===== src/rtl/pks_pkg.sv =====
// Shared types and constants for the packed 12-bit sample store.
// Used by pks_cfg, pks_store and packed_12bit_sample_store_core; no dependencies.
package pks_pkg;

    localparam int MAX_SAMPLES_DEF = 1024;

    localparam int CAP_W = 11;
    localparam logic [CAP_W-1:0] CAP_RESET = 11'd1024;

    localparam logic FUNC_PUT = 1'b0;
    localparam logic FUNC_GET = 1'b1;

    localparam logic [1:0] ST_OK      = 2'd0;
    localparam logic [1:0] ST_OVERRUN = 2'd1;
    localparam logic [1:0] ST_RANGE   = 2'd2;
    localparam logic [1:0] ST_INDEX   = 2'd3;

    localparam logic REG_CAPACITY = 1'b0;

    typedef struct packed {
        logic               func;
        logic               start_buffer;
        logic signed [15:0] sample_in;
        logic [9:0]         sample_index;
    } t_in_word;

    typedef struct packed {
        logic [1:0]  status;
        logic [11:0] sample_out;
        logic [10:0] count_out;
    } t_out_word;

    typedef struct packed {
        logic rd_en;
        logic wr_en;
        logic odd;
    } t_store_ctl;

endpackage


===== src/rtl/pks_cfg.sv =====
// APB-style configuration register for the packed sample store (capacity).
// Depends on pks_pkg.
module pks_cfg
    import pks_pkg::*;
(
    input  logic             i_clk,
    input  logic             i_rst_n,
    input  logic             psel,
    input  logic             penable,
    input  logic             pwrite,
    input  logic [2:0]       paddr,
    input  logic [31:0]      pwdata,
    output logic [31:0]      prdata,
    output logic             pready,
    output logic [CAP_W-1:0] o_capacity
);

    logic [CAP_W-1:0] r_cap;
    logic             wr_hit;

    assign pready = 1'b1;
    assign wr_hit = psel && penable && pwrite && (paddr[2] == REG_CAPACITY);

    always_ff @(posedge i_clk) begin
        if (!i_rst_n) begin
            r_cap <= CAP_RESET;
        end else if (wr_hit) begin
            r_cap <= pwdata[CAP_W-1:0];
        end
    end

    assign prdata     = (paddr[2] == REG_CAPACITY) ? {{(32-CAP_W){1'b0}}, r_cap} : 32'd0;
    assign o_capacity = r_cap;

endmodule


===== config.mk =====
export PLATFORM = sky130hd
export DESIGN_NAME = pks_cfg
export DESIGN_NICKNAME = d
export VERILOG_FILES = /design/src/rtl/pks_pkg.sv /design/src/rtl/pks_cfg.sv
export SDC_FILE = /design/constraint.sdc
export NUM_CORES = 1
export LEC_CHECK = 0
export ABC_CLOCK_PERIOD_IN_PS = 960
export BUFFER_PORTS_ARGS = -buffer_cell sky130_fd_sc_hd__buf_2
export CAP_MARGIN = 0
export CORE_MARGIN = 2
export CORE_UTILIZATION = 32
export CTS_CLUSTER_DIAMETER = 40
export DETAILED_ROUTE_END_ITERATION = 7
export PLACE_DENSITY_LB_ADDON = 0.08
export SLEW_MARGIN = 10
export SYNTH_ARGS = -nofsm -noshare
export SYNTH_HDL_FRONTEND = slang
export SYNTH_SLANG_ARGS = --single-unit

===== constraint.sdc =====
create_clock -name i_clk -period 0.96 [get_ports i_clk]
set_clock_uncertainty 0.05 [all_clocks]
set_input_delay 0.144 -clock i_clk [delete_from_list [all_inputs] [get_ports i_clk]]
set_output_delay 0.144 -clock i_clk [all_outputs]
set_load 0.02 [all_outputs]

## Word-level counts from Yosys, hierarchy flattened

Index checks and enable logic that the tools add are counted.
W data, S select, Z words.

| word-level totals | value |
|---|---|
| bits in registers | 11 |
| input bits | 40 |
| output and inout port bits | 44 |

| cells by class | value |
|---|---|
| multiplexer cells | 1 |
| bitwise logic cells | 1 |
| reduce and logical (&&, ||, !) cells | 3 |

Operators by type and width:

| cell | count |
|---|---|
| $mux W11 | 1 |
| $logic_and A1 B1 Y1 | 3 |
| $not A1 Y1 | 1 |

## Depth between registers and ports, before layout

Gate-level depths: netlist of run 1.

| depth | value |
|---|---|
| depth after elaboration | 3 |
| gate-level depth with buffers | 3 |

## Worst setup path before layout of run 1

Ideal clock, no wire load.

| path | value |
|---|---|
| path type | reg2out |
| from | register r_cap[10], in the netlist o_capacity[10] |
| to | output port prdata[10] |
| arrival | 0.806 ns |
| setup slack | -0.040 ns |
| stages on the path, launching flop included | 2 |
| buffers on the path | 0 |
| path through | dfxtp_1 > nor2b_1 |

| on the way | value |
|---|---|
| longest elaborated chain between the ends | 1 |

Ends and longest elaborated chain:

| what | line | text |
|---|---|---|
| start: declaration | pks_cfg.sv:18 | `logic [CAP_W-1:0] r_cap;` |
| start signal: assignment | pks_cfg.sv:28 | `r_cap <= pwdata[CAP_W-1:0];` |
| $mux W11 | pks_cfg.sv:32 | `assign prdata = (paddr[2] == REG_CAPACITY) ? {{(32-CAP_W){1'b0}}, r_cap} : 32'd0;` |
| end: declaration | pks_cfg.sv:13 | `output logic [31:0] prdata,` |

No other way between the ends.

## Worst setup path after layout of run 1

| path | value |
|---|---|
| from | input port paddr[2] |
| to | output port prdata[8] |

| on the way | value |
|---|---|
| longest elaborated chain between the ends | 1 |

Ends and longest elaborated chain:

| what | line | text |
|---|---|---|
| start: declaration | pks_cfg.sv:11 | `input logic [2:0] paddr,` |
| $mux W11 | pks_cfg.sv:32 |  |

No other way between the ends.

==> results.json, run 1 <==
{
  "insertion_delay_ns": 0.25,
  "worstSetupPathType": "in2out",
  "grt_pass1_vias": 472,
  "max_freq_mhz": 944.4,
  "p_leak_nw": 0.5225,
  "yosysUniqueCellTypes": 11,
  "worstHoldPathType": "in2reg",
  "routed_wl_mm": 1.431,
  "yosysWarnings": 0,
  "max-clock-path-buffers": 2,
  "die_w_um": 51,
  "violations": "setup timing",
  "fin_cells": 156,
  "maxCapViolCount": 0,
  "drt-pass1-iter-count": 4,
  "yosysSeqAreaShare_pct": 31.15,
  "clk_pin_slew_ns": 0.07,
  "tritoncts": "done",
  "crit_required_ns": 0.77,
  "netlist_top_cells_area": "dfxtp_1 31%, buf_4 23%, mux2i_1 16%, nand2_1 11%, nor2b_1 11%",
  "n_antenna_cell": 0,
  "dp.cells": 146,
  "synth_top_area_share_pct": 31.15,
  "critical_path.max_fanout": 11,
  "power.density_mw_per_mm2": 945.6,
  "synth_seq_cells": 11,
  "rsz0062_at_grt": "yes",
  "antenna_found_initial": 0,
  "nFillCells": 203,
  "r2r_cells": 3,
  "grt_max_degree": 15,
  "drc": 0,
  "num_rows": 17,
  "drt-initial-drc-count": 2,
  "fin_crit_sh_pct": 110.3,
  "dieArea_sq_mm": 0.002601,
  "reg2reg_from": "o_capacity[5]",
  "initial_utilization_pct": 32.91,
  "hold_buffers": 0,
  "cts_buffers": 3,
  "grt_pass1_wl_mm": 1.959,
  "clockRootBuffer": "clkbuf_4",
  "wl_per_cell_um": 9.173,
  "syn_area_per_cell_sq_um": 8.416,
  "fin_util_pct": 51.31,
  "max_stage_delay_ns": 0.28,
  "hp-start": "pwdata[6]",
  "reg2reg_to": "o_capacity[5]",
  "postSynthCellCount": 84,
  "port_buffers": 38,
  "worst_hold_path.endpoint": "o_capacity[6]",
  "end_kind": "output pin",
  "largest_reg_flops": 11,
  "ir_worst_vdd_v": 0.0004549,
  "fp.dieH_um": 51,
  "fin_crit_ns": 1.059,
  "arrival_ns": 0.86,
  "synth_top_cell_by_area": "dfxtp_1",
  "vias": 609,
  "status": "finished, violations left",
  "setup_viol": 14,
  "drive_gt1_share_pct": 55.47,
  "crit_chain": "buf_2, buf_4, and2b_1, buf_6",
  "cts_max_level": 1,
  "syn2layout_area_growth_pct": 55.93,
  "fin_nets": 169,
  "critPathLaunch": "paddr[2]",
  "gp_congestion": 0.5732,
  "core_sq_mm": 0.002148,
  "grt_overflow": 0,
  "via_per_inst": 3.904,
  "hold_viol": 0,
  "cp_slowest_cell": "buf_4",
  "ios": 84,
  "startpoint_type": "input pin",
  "worstHoldPathCells": 3,
  "netlist_area_sq_um": 706.9,
  "dp_hpwl_mm": 1.010,
  "timing.final.ws_setup_ns": -0.09885,
  "grtUsageTotal_pct": 10.44,
  "r2r_slack_ns": 0.24,
  "ant_nets": 0,
  "slew_viol_final": 0,
  "clock-sinks": 11
}
## kinds of logic after synthesis
group         after synthesis  synth area share (%)
buf+inv                    26                 27.96
mux                        11                 15.58
other cells                 2                 1.062
flops                      11                 31.15
simple gates               34                 24.25
## final cells by class
type,count,area [sq um],area share (%)
clock buffer,4,26.28,2.384
multi-input combinational,67,429.2,38.93
sequential,11,234.0,21.23
tap,28,35.03,3.178
timing repair buffer,46,377.9,34.28
## power by group
| group | leakage [nW] | total (W) | internal [W] | switching, W |
|---|---|---|---|---|
| combinational | 0.414 | 0.000261 | 0.0000971 | 0.000164 |
| sequential | 0.0935 | 0.000475 | 0.000468 | 0.00000709 |
| clock | 0.0150 | 0.000306 | 0.000160 | 0.000146 |
## metrics by stage
stage / setup WS (ns) / hold slack (ns) / instance area, sq um / TNS, ns / power (W)
2_1_floorplan: 0.03984 / 0.2362 / 807.0 / 0 / 0.0007098
3_3_place_gp: -0.1198 / 0.3448 / 862.1 / -1.122 / 0.0007040
3_5_place_dp: -0.1118 / 0.3499 / 862.1 / -1.178 / 0.0007054
4_1_cts: -0.1087 / 0.05656 / 1030 / -1.155 / 0.001044
5_1_grt: -0.1317 / 0.05872 / 1102 / -1.715 / 0.001104
6_report: -0.09885 / 0.06283 / 1102 / -1.145 / 0.001042
## synth_stat cells, drive strengths merged
master / instances
dfxtp: 11
clkbuf: 2
mux2i: 11
nor2b: 12
and2b: 1
conb: 2
buf: 24
nand2: 20
and4b: 1
## metal layers
| layer | up-vias | global-route usage, % | wire length [um] |
|---|---|---|---|
| met3 | 2 | 1.754 | 110 |
| met1 | 272 | 10.34 | 552 |
| met4 | 0 | 8.108 | 16 |
| li1 | 305 | - | - |
| met2 | 30 | 19.05 | 752 |
| met5 | - | 0 | 0 |
## critical path: cells and delay by family
family	cells	cell delay, ns
buffers and inverters	3	0.50
AND/OR/NAND/NOR	1	0.23
## placed cells by master (no fill, tap or decap)
| cell type | Yosys | layout |
|---|---|---|
| and2b_1 | 1 | 1 |
| and4b_4 | 1 | 1 |
| buf_12 | 1 | 1 |
| buf_2 | 1 | 16 |
| buf_4 | 22 | 13 |
| buf_6 | 0 | 16 |
| clkbuf_1 | 2 | 1 |
| clkbuf_4 | 0 | 3 |
| conb_1 | 2 | 22 |
| dfxtp_2 | 0 | 11 |
| mux2i_1 | 11 | 11 |
| nand2_1 | 20 | 20 |
| nor2b_1 | 12 | 2 |
| nor2b_2 | 0 | 2 |
| nor2b_4 | 0 | 8 |
## timing repair
| action | CTS | global route |
|---|---|---|
| setup endpoints to repair | 22 | 22 |
| setup buffers | 1 | 5 |
| resized for setup | 46 | 11 |
| endpoints found under the hold margin | 0 | 0 |
## worst max-delay path by stage
stage / to / cells past startpoint / slack (ns)
6_report: prdata[8] / 4 / -0.1
5_1_grt: prdata[5] / 2 / -0.13
4_1_cts: prdata[8] / 2 / -0.11
3_5_place_dp: o_capacity[0] / 3 / -0.11
3_3_place_gp: o_capacity[0] / 3 / -0.12
2_1_floorplan: prdata[10] / 1 / 0.04
No activity file was read; power rests on OpenSTA's default activity.
==> run 2, diff against run 1 <==
--- a/config.mk
+++ b/config.mk
@@ -5,7 +5,7 @@
 export SDC_FILE = /design/constraint.sdc
 export NUM_CORES = 1
 export LEC_CHECK = 0
-export ABC_CLOCK_PERIOD_IN_PS = 960
+export ABC_CLOCK_PERIOD_IN_PS = 1000
 export BUFFER_PORTS_ARGS = -buffer_cell sky130_fd_sc_hd__buf_2
 export CAP_MARGIN = 0
 export CORE_MARGIN = 2
==> constraint.sdc (replaced) <==
create_clock -name i_clk -period 1 [get_ports i_clk]
set_clock_uncertainty 0.05 [all_clocks]
set_input_delay 0.15 -clock i_clk [delete_from_list [all_inputs] [get_ports i_clk]]
set_output_delay 0.15 -clock i_clk [all_outputs]
set_load 0.02 [all_outputs]
==> run 2 against run 1 <==
Compared with the run above: the run still ends with setup timing left; register-to-register slack better by 0.05 ns; critical path depth is 2 lower; via count is 1.6% lower; worst hold slack better by 0.0095 ns; first-iteration DRC count is 50% higher; highest routed layer unchanged; final cell count is 1.9% lower; die area stayed put; clock-buffer cell count stayed put; sequential power is 4% lower; flip-flop and latch count stayed put; total power is 5.4% lower.
==> results.json, run 2 (synthesis gave the netlist of run 1 again) <==
{
  "vias": 599,
  "via_per_inst": 3.915,
  "grt_overflow": 0,
  "fin_area_sq_mm": 0.001041,
  "clk_pin_slew_ns": 0.07,
  "drc": 0,
  "fin_nets": 166,
  "placed_area_sq_um": 862.1,
  "dp_hpwl_mm": 1.010,
  "ios": 84,
  "cts_buffers": 3,
  "worstHoldPathType": "in2reg",
  "ant_nets": 0,
  "critical_path.max_fanout": 3,
  "violations": "setup timing",
  "fin_crit_sh_pct": 107.8,
  "fin_cells": 153,
  "initial_utilization_pct": 32.91,
  "grt_pass1_wl_mm": 2.007,
  "drt-pass1-iter-count": 3,
  "fin_crit_ns": 1.078,
  "wl_per_cell_um": 9.111,
  "power.density_mw_per_mm2": 947.4,
  "ir_worst_vdd_v": 0.0004201,
  "port_buffers": 38,
  "drt-initial-drc-count": 3,
  "fp.dieH_um": 51,
  "dp.cells": 146,
  "mostFrequentLayoutCell": "buf_2",
  "hold_buffers": 0,
  "max-clock-path-buffers": 2,
  "die_w_um": 51,
  "largest_reg_flops": 11,
  "routed_wl_mm": 1.394,
  "hold_viol": 0,
  "num_rows": 17,
  "max_freq_mhz": 927.7,
  "slew_viol_final": 0,
  "hold_ws_ns": 0.07230,
  "insertion_delay_ns": 0.26,
  "core_sq_mm": 0.002148,
  "status": "finished, violations left",
  "tritoncts": "done",
  "syn2layout_area_growth_pct": 47.26,
  "n_antenna_cell": 0,
  "maxCapViolCount": 0,
  "worstSetupPathType": "reg2out",
  "antenna_found_initial": 0,
  "startpoint_type": "register",
  "cts_max_level": 1,
  "rsz0062_at_grt": "yes",
  "dieArea_sq_mm": 0.002601,
  "nFillCells": 212,
  "grt_pass1_vias": 490,
  "clockRootBuffer": "clkbuf_4",
  "timing.final.ws_setup_ns": -0.07790,
  "p_leak_nw": 0.5026,
  "gp_congestion": 0.5732,
  "grt_max_degree": 15,
  "arrival_ns": 0.88,
  "final_cell_mix": "25 x buf_2, 22 x conb_1, 20 x nand2_1",
  "clock-sinks": 11,
  "crit_required_ns": 0.80,
  "fin_util_pct": 48.46,
  "setup_viol": 12,
  "end_kind": "output pin",
  "grtUsageTotal_pct": 10.68,
  "drive_gt1_share_pct": 54.40
}
## run 2: final timing paths
| kind | depth (start not counted) | end | from | slack, ns |
|---|---|---|---|---|
| worst max-delay path | 2 | prdata[5] | o_capacity[5] | -0.08 |
| worst min-delay path | 3 | o_capacity[6] | pwdata[6] | 0.07 |
| worst max register to register | 3 | o_capacity[7] | o_capacity[7] | 0.29 |
| worst min register to register | 2 | o_capacity[3] | o_capacity[3] | 0.41 |
## run 2: report_power, final
part | total [W] | switching [W] | internal, W
combinational | 0.000240 | 0.000156 | 0.0000840
clock | 0.000291 | 0.000137 | 0.000154
sequential | 0.000456 | 0.00000645 | 0.000449
total | 0.000986 | 0.000299 | 0.000687
## run 2: what timing repair did
action	CTS	global route
setup buffers	1	2
cloned	0	0
endpoints found under the setup margin	12	14
resized for setup	42	2
## run 2: per-layer routing
metal / part of all wire [%] / wire length, um / track usage (%)
met2: 51 / 713 / 19.91
met4: 1.1 / 16 / 8.108
met5: 0 / 0 / 0
met1: 40 / 554 / 10.34
met3: 7.8 / 109 / 1.754
## run 2: worst max-delay path, stage by stage (launching register included)
cell	delay (ns)
dfxtp_2	0.35
nor2b_4	0.15
buf_6	0.12
## run 2: layout make-up
| type | count | area, sq um | area share [%] |
|---|---|---|---|
| timing repair buffer | 43 | 321.6 | 30.89 |
| multi-input combinational | 67 | 424.2 | 40.75 |
| sequential | 11 | 234.0 | 22.48 |
| tap | 28 | 35.03 | 3.365 |
| clock buffer | 4 | 26.28 | 2.524 |
## run 2: per-stage QoR
stage	setup TNS (ns)	setup WS, ns	power, W
6_report	-0.5871	-0.07790	0.0009863
5_1_grt	-1.095	-0.1175	0.001046
4_1_cts	-0.7318	-0.07465	0.0009997
3_5_place_dp	-0.7765	-0.07776	0.0006772
3_3_place_gp	-0.7198	-0.08582	0.0006758
2_1_floorplan	0	0.07384	0.0006814
